==> src/rtl/core/tdar_pkg.sv <==
// Shared types and constants of the 2-D autoregressive field filter.
package tdar_pkg;

    localparam int CFG_INDEX_BITS  = 3;
    localparam int CFG_DATA_BITS   = 32;
    localparam int WIDTH_CFG_BITS  = 11;
    localparam int HEIGHT_CFG_BITS = 13;
    localparam int ROW_BITS        = 12;
    localparam int HEIGHT_LIMIT    = 4096;

    typedef enum logic [CFG_INDEX_BITS-1:0] {
        CFG_WIDTH  = 3'd0,
        CFG_HEIGHT = 3'd1,
        CFG_KIND   = 3'd2,
        CFG_COEF_H = 3'd3,
        CFG_COEF_V = 3'd4
    } t_cfg_index;

    typedef enum logic [2:0] {
        ST_IDLE,
        ST_RHV,
        ST_SN,
        ST_LEFT,
        ST_UP,
        ST_DIAG,
        ST_ACC,
        ST_DONE
    } t_state;

    // products of the shared multiplier
    typedef enum logic [2:0] {
        OP_NONE,
        OP_RHV,
        OP_SN,
        OP_LEFT,
        OP_UP,
        OP_DIAG
    } t_op;

    typedef struct packed {
        logic                     en;
        logic [CFG_INDEX_BITS-1:0] idx;
        logic [CFG_DATA_BITS-1:0]  data;
    } t_cfg_wr;

    typedef struct packed {
        logic load_in;
        logic ram_rd;
        logic cap_up;
        t_op  mul_op;
        t_op  acc_op;
        logic finish;
        logic first_row;
        logic first_col;
        logic stoch;
        logic eor;
        logic eof;
    } t_cmd;

endpackage

==> src/rtl/core/tdar_ctrl.sv <==
// Controller: sequencer, raster position counters and size/mode registers.
module tdar_ctrl #(
    parameter int MAX_WIDTH = 1024,
    localparam int CW       = $clog2(MAX_WIDTH)
) (
    input  logic              i_clk,
    input  logic              i_rst_n,
    input  tdar_pkg::t_cfg_wr i_cfg_wr,
    input  logic              i_in_valid,
    output logic              o_in_ready,
    output logic              o_out_valid,
    input  logic              i_out_ready,
    output tdar_pkg::t_cmd    o_cmd,
    output logic [CW-1:0]     o_ram_addr
);

    localparam int WB = tdar_pkg::WIDTH_CFG_BITS;
    localparam int HB = tdar_pkg::HEIGHT_CFG_BITS;
    localparam int RB = tdar_pkg::ROW_BITS;
    localparam int XW = ($clog2(MAX_WIDTH + 1) > WB) ? $clog2(MAX_WIDTH + 1) : WB;

    tdar_pkg::t_state r_state, n_state;
    logic [WB-1:0]    r_width;
    logic [HB-1:0]    r_height;
    logic             r_kind;
    logic [CW-1:0]    r_col, n_col;
    logic [RB-1:0]    r_row, n_row;
    logic             r_out_valid, n_out_valid;

    logic [XW-1:0] w_eff;
    logic [HB-1:0] h_eff;
    logic [XW-1:0] col_ext;
    logic [XW-1:0] col_inc;
    logic          wrap;
    logic [CW-1:0] col_adj;
    logic [HB-1:0] row_bump;
    logic [RB-1:0] row_adj;
    logic [HB-1:0] row_inc;
    logic [CW-1:0] col_step;
    logic [RB-1:0] row_step;
    logic          accept;
    logic          advance;

    // clamp frame size to the supported range
    always_comb begin
        w_eff = XW'(r_width);
        if (r_width == '0) begin
            w_eff = XW'(1);
        end else if (XW'(r_width) > XW'(MAX_WIDTH)) begin
            w_eff = XW'(MAX_WIDTH);
        end
        h_eff = r_height;
        if (r_height == '0) begin
            h_eff = HB'(1);
        end else if (r_height > HB'(tdar_pkg::HEIGHT_LIMIT)) begin
            h_eff = HB'(tdar_pkg::HEIGHT_LIMIT);
        end
    end

    // position of the pixel about to be taken, after a size change
    always_comb begin
        col_ext  = XW'(r_col);
        wrap     = col_ext >= w_eff;
        col_adj  = wrap ? '0 : r_col;
        row_bump = HB'(r_row) + (wrap ? HB'(1) : HB'(0));
        row_adj  = (row_bump >= h_eff) ? '0 : row_bump[RB-1:0];
    end

    // position after the current pixel
    always_comb begin
        col_inc  = col_ext + XW'(1);
        row_inc  = HB'(r_row) + HB'(1);
        col_step = col_inc[CW-1:0];
        row_step = r_row;
        if (col_inc >= w_eff) begin
            col_step = '0;
            row_step = (row_inc >= h_eff) ? '0 : row_inc[RB-1:0];
        end
    end

    assign accept  = (r_state == tdar_pkg::ST_IDLE) && i_in_valid;
    assign advance = (r_state == tdar_pkg::ST_DONE) && (!r_out_valid || i_out_ready);

    always_comb begin
        n_col = r_col;
        n_row = r_row;
        if (accept) begin
            n_col = col_adj;
            n_row = row_adj;
        end else if (advance) begin
            n_col = col_step;
            n_row = row_step;
        end
    end

    always_comb begin
        n_out_valid = r_out_valid;
        if (advance) begin
            n_out_valid = 1'b1;
        end else if (i_out_ready) begin
            n_out_valid = 1'b0;
        end
    end

    // next state
    always_comb begin
        n_state = r_state;
        unique case (r_state)
            tdar_pkg::ST_IDLE: if (i_in_valid) n_state = tdar_pkg::ST_RHV;
            tdar_pkg::ST_RHV:  n_state = tdar_pkg::ST_SN;
            tdar_pkg::ST_SN:   n_state = tdar_pkg::ST_LEFT;
            tdar_pkg::ST_LEFT: n_state = tdar_pkg::ST_UP;
            tdar_pkg::ST_UP:   n_state = tdar_pkg::ST_DIAG;
            tdar_pkg::ST_DIAG: n_state = tdar_pkg::ST_ACC;
            tdar_pkg::ST_ACC:  n_state = tdar_pkg::ST_DONE;
            tdar_pkg::ST_DONE: if (advance) n_state = tdar_pkg::ST_IDLE;
            default:           n_state = tdar_pkg::ST_IDLE;
        endcase
    end

    // datapath commands
    always_comb begin
        o_cmd           = '0;
        o_cmd.mul_op    = tdar_pkg::OP_NONE;
        o_cmd.acc_op    = tdar_pkg::OP_NONE;
        o_cmd.first_row = (r_row == '0);
        o_cmd.first_col = (r_col == '0);
        o_cmd.stoch     = r_kind;
        o_cmd.eor       = (col_ext == w_eff - XW'(1));
        o_cmd.eof       = o_cmd.eor && (HB'(r_row) == h_eff - HB'(1));
        o_in_ready      = 1'b0;
        o_ram_addr      = r_col;
        unique case (r_state)
            tdar_pkg::ST_IDLE: begin
                o_in_ready    = 1'b1;
                o_ram_addr    = col_adj;
                o_cmd.load_in = i_in_valid;
                o_cmd.ram_rd  = i_in_valid;
            end
            tdar_pkg::ST_RHV: begin
                o_cmd.cap_up = 1'b1;
                o_cmd.mul_op = tdar_pkg::OP_RHV;
            end
            tdar_pkg::ST_SN: begin
                o_cmd.mul_op = tdar_pkg::OP_SN;
                o_cmd.acc_op = tdar_pkg::OP_RHV;
            end
            tdar_pkg::ST_LEFT: begin
                o_cmd.mul_op = tdar_pkg::OP_LEFT;
                o_cmd.acc_op = tdar_pkg::OP_SN;
            end
            tdar_pkg::ST_UP: begin
                o_cmd.mul_op = tdar_pkg::OP_UP;
                o_cmd.acc_op = tdar_pkg::OP_LEFT;
            end
            tdar_pkg::ST_DIAG: begin
                o_cmd.mul_op = tdar_pkg::OP_DIAG;
                o_cmd.acc_op = tdar_pkg::OP_UP;
            end
            tdar_pkg::ST_ACC: begin
                o_cmd.acc_op = tdar_pkg::OP_DIAG;
            end
            tdar_pkg::ST_DONE: begin
                o_cmd.finish = advance;
            end
            default: begin
                o_in_ready = 1'b0;
            end
        endcase
    end

    always_ff @(posedge i_clk) begin
        if (!i_rst_n) begin
            r_state     <= tdar_pkg::ST_IDLE;
            r_width     <= WB'(1024);
            r_height    <= HB'(1024);
            r_kind      <= 1'b0;
            r_col       <= '0;
            r_row       <= '0;
            r_out_valid <= 1'b0;
        end else begin
            r_state     <= n_state;
            r_col       <= n_col;
            r_row       <= n_row;
            r_out_valid <= n_out_valid;
            if (i_cfg_wr.en) begin
                if (i_cfg_wr.idx == tdar_pkg::CFG_WIDTH) begin
                    r_width <= i_cfg_wr.data[WB-1:0];
                end
                if (i_cfg_wr.idx == tdar_pkg::CFG_HEIGHT) begin
                    r_height <= i_cfg_wr.data[HB-1:0];
                end
                if (i_cfg_wr.idx == tdar_pkg::CFG_KIND) begin
                    r_kind <= i_cfg_wr.data[0];
                end
            end
        end
    end

    assign o_out_valid = r_out_valid;

endmodule

==> config.mk <==
export PLATFORM = sky130hd
export DESIGN_NAME = tdar_ctrl
export DESIGN_NICKNAME = d
export VERILOG_FILES = /design/src/rtl/core/tdar_pkg.sv /design/src/rtl/core/tdar_ctrl.sv
export SDC_FILE = /design/constraint.sdc
export NUM_CORES = 1
export LEC_CHECK = 0
export BUFFER_PORTS_ARGS = -buffer_cell sky130_fd_sc_hd__buf_2
export CAP_MARGIN = 20
export CORE_MARGIN = 1.5
export CORE_UTILIZATION = 25
export CTS_BUF_LIST = sky130_fd_sc_hd__clkbuf_8
export DETAILED_ROUTE_END_ITERATION = 6
export GPL_ROUTABILITY_DRIVEN = 0
export HOLD_SLACK_MARGIN = 0.02
export PLACE_DENSITY = 0.43
export SYNTH_ARGS = -nofsm -noshare
export SYNTH_HDL_FRONTEND = slang
export SYNTH_SLANG_ARGS = --single-unit
==> constraint.sdc <==
create_clock -name i_clk -period 8.21 [get_ports i_clk]
set_input_delay 1.642 -clock i_clk [delete_from_list [all_inputs] [get_ports i_clk]]
set_output_delay 1.642 -clock i_clk [all_outputs]
set_load 0.1 [all_outputs]
==> run_results.csv <==
group,metric,value,unit
finish,layout_commonest_cell,"nand2_1",
finish,seqCellArea,1021,um2
worst_setup_path,regToRegEndpoint,"r_row[2]",
global_route,grt_start_max_net_pins,36,
clocking,post_cts_buffers,0,
global_route,gr-total-overflow,0,
sta,finalCritPeriodShare,0.7661,
sta,worst_slack,1.920,ns
clocking,htree_levels,2,
die,initial_core_util,0.2559,
worst_setup_path,path_buf_inv,2,
sta,fin_skew,0.01207,ns
pwr,switchingPower,0.3011,mW
finish,nets,791,
finish,area_growth_syn_to_layout,9.411,%
sta,period_needed,6.290,ns
worst_setup_path,crit_family,"compound AO/OA/AOI/OAI gates",
yosys,ys_ff_latch,51,
die,io_pins,67,
global_route,grt_pass1_vias,4489,
sta,tightest_slew,0.9792,ns
pwr,p_seq_frac,0.396,
die,dieArea,20910,um2
finish,fin_area,5484,um2
finish,final_cell_mix,"nand2_1 (103), ha_1 (55), dfxtp_1 (51)",
sta,grt_setup_unrepaired,"false",
clocking,postCtsResizedCells,0,
worst_setup_path,cp_cell_sequence,"nor4_1, nand2b_1, nor3_1, nor2_1, nor2_1, inv_1, ha_1, xnor2_1, mux2i_1, a21oi_1, nand3_1, a2111oi_0, o2111ai_1, a2111oi_2, buf_2",
finish,layout-drive-gt1-share,0.1019,
die,chipWidth,144.6,um
finish,multi_input_area,3662,um2
hold_path,holdPathStages,2,
clocking,clk_path_buf_depth,2,
worst_setup_path,start_kind,"flop",
global_route,track_usage,0.1500,
die,coreArea,19590,um2
yosys,netlist_instances,690,
finish,stdcell_count,962,
pwr,clkPwrFrac,0.233,
clocking,cts.sinks,51,
placed_design,dp.cells,953,
pwr,vdd_drop_max,0.00006405,V
yosys,synth_cell_types,65,
pwr,p_int,0.4059,mW
worst_setup_path,crit_path_max_incr_delay,0.57,ns
worst_setup_path,worst_path_max_delay_cell,"nor4_1",
worst_setup_path,r2r-start,"r_width[7]",
finish,fill_cells,2196,
status,status,"finished, final reports clean",
hold_path,hp-start,"r_kind",
route,antenna_left,0,
worst_setup_path,required,6.57,ns
clocking,clk_latency,0.33,ns
die,die_h,144.6,um
hold_path,holdPathEnd,"r_kind",
clocking,cts_tree,"done",
yosys,syn_nets,785,
yosys,ys_warn_count,0,
yosys,synth_async_sr_flop_share,0,
hold_path,min_path_type,"flop to flop",
sta,finalSetupViolCount,0,
yosys,yosys_most_used_dff,"dfxtp_1",
placed_design,io_buffers,47,
worst_setup_path,cp-end-kind,"primary output",
clocking,numCtsBuffers,5,
clocking,cts-root-buf,"clkbuf_8",
worst_setup_path,crit_path_frequent_cell,"nor2_1",
clocking,clk_pin_slew_worst_paths,0.11,ns
route,routed_wl,14.94,mm
worst_setup_path,worst-path-stages,15,
die,num_rows,51,
route,viasPerCell,4.942,
placed_design,hpwl,11.66,mm
worst_setup_path,worstSetupPathType,"flop to primary output",
worst_setup_path,r2r_cells,24,
yosys,yosysSeqAreaShare,0.2037,
route,drt_iter0_markers,351,
placed_design,dp_worst_setup_slack,2.181,ns
sta,finalSetupTns,0,ns
route,drc,0,
yosys,synth_area,5012,um2
worst_setup_path,cp_max_fo,13,
yosys,avgSynthCellArea,7.264,um2
sta,max_freq,159.0,MHz
finish,n_antenna_cell,0,
pwr,switching_share,0.4259,
global_route,antenna_found_initial,0,
worst_setup_path,cp.arrival,4.65,ns
worst_setup_path,reg2reg_slack,2.70,ns
yosys,synth_edf_count,0,
route,via_count,4754,
sta,slew_viol_final,0,
pwr,combPwrFrac,0.370,
placed_design,placed_area,5381,um2
sta,slew_headroom,0.3428,
clocking,ctsHoldBuffers,0,
global_route,grt_pass1_wl,24.35,mm
route,routedWlPerCell,15.53,um
pwr,leakagePower,2.273,nW
sta,finalHoldViolations,0,
route,first_pass_iters,7,
pwr,power_density,128.9,nW/um2
job,maxCapViolCount,0,
cells by family (layout without fill, tap and decap cells):
family | count (synthesis) | count (layout) | share of synthesized area
flip-flops | 51 | 51 | 0.2037
buffers and inverters | 81 | 88 | 0.06565
AND/OR/NAND/NOR | 287 | 287 | 0.2803
multiplexers | 10 | 10 | 0.02072
AO/OA/AOI/OAI | 161 | 161 | 0.2137
XOR/XNOR | 45 | 45 | 0.07863
adder cells (fa/ha/maj) | 55 | 55 | 0.1373
through the flow:
stage / hold slack, ns / util / total power, mW
after global routing: 0.5066 / 0.2799 / 0.7567
after floorplan: 0.4367 / - / 0.4902
after global placement: 0.4573 / 0.2747 / 0.5506
final: 0.4695 / 0.2799 / 0.7070
after detailed placement: 0.4514 / 0.2747 / 0.5492
after CTS: 0.4752 / 0.2796 / 0.7192
state kept, by name, indices dropped and copies added, names as in the netlist:
register	count
r_col	10
r_width	11
r_kind	1
o_out_valid	1
r_state	3
r_height	13
r_row	12
how the worst max path moves through the flow:
stage                            from        to  slack [ns]
after CTS                  r_width[7]  o_cmd[0]        1.74
after detailed placement   r_width[7]  o_cmd[0]        2.18
after global placement     r_width[7]  o_cmd[0]        2.18
after global routing       r_width[7]  o_cmd[0]        1.51
after floorplan           r_height[4]  o_cmd[0]        1.98
final                      r_width[7]  o_cmd[0]        1.92
power groups by stage:
| stage | combinational (mW) | sequential (mW) | clock, mW |
|---|---|---|---|
| after global placement | 0.264 | 0.287 | 0 |
| after floorplan | 0.221 | 0.269 | 0 |
| after global routing | 0.290 | 0.283 | 0.183 |
| after CTS | 0.264 | 0.280 | 0.175 |
| after detailed placement | 0.263 | 0.286 | 0 |
| final | 0.262 | 0.280 | 0.165 |
area by class of cell:
class / count / area share
sequential: 51 / 0.1862
timing repair buffer: 51 / 0.04837
clock buffer: 5 / 0.01255
inverter: 29 / 0.01985
clock inverter: 3 / 0.004791
multi-input combinational: 558 / 0.6678
tap: 265 / 0.06046
per-layer routing:
metal / GRT usage / wire, um
met5: 0 / 0
met4: 0.03243 / 184
met3: 0.02351 / 413
met2: 0.2350 / 6538
met1: 0.2153 / 7800
worst min-delay path, cell delays in order, from the launching register on:
cell and delay (ns):
dfxtp_1 0.33, nand2_1 0.05, a21oi_1 0.05
cell usage after synthesis, types with 4 or more instances:
master	instances	share of area
buf_4	4	0.0060
o31ai_1	11	0.016
xor2_1	17	0.030
nand4_1	6	0.0075
o21a_1	6	0.0090
or3_1	5	0.0062
clkbuf_1	42	0.031
ha_1	55	0.14
nand2b_1	16	0.020
a211oi_1	12	0.018
nand2_1	103	0.077
nor2_1	47	0.035
nor4_1	10	0.012
a21oi_1	48	0.048
and3_1	16	0.020
a311oi_1	4	0.0070
inv_1	28	0.021
nor3_1	24	0.024
a22o_1	4	0.0070
o21ai_0	30	0.030
or4_1	5	0.0075
nand3_1	20	0.020
and2_1	8	0.010
mux2i_1	7	0.014
o211ai_1	8	0.012
dfxtp_1	51	0.20
nor2b_1	12	0.015
xnor2_1	28	0.049
(Power assumes the default switching activity.)
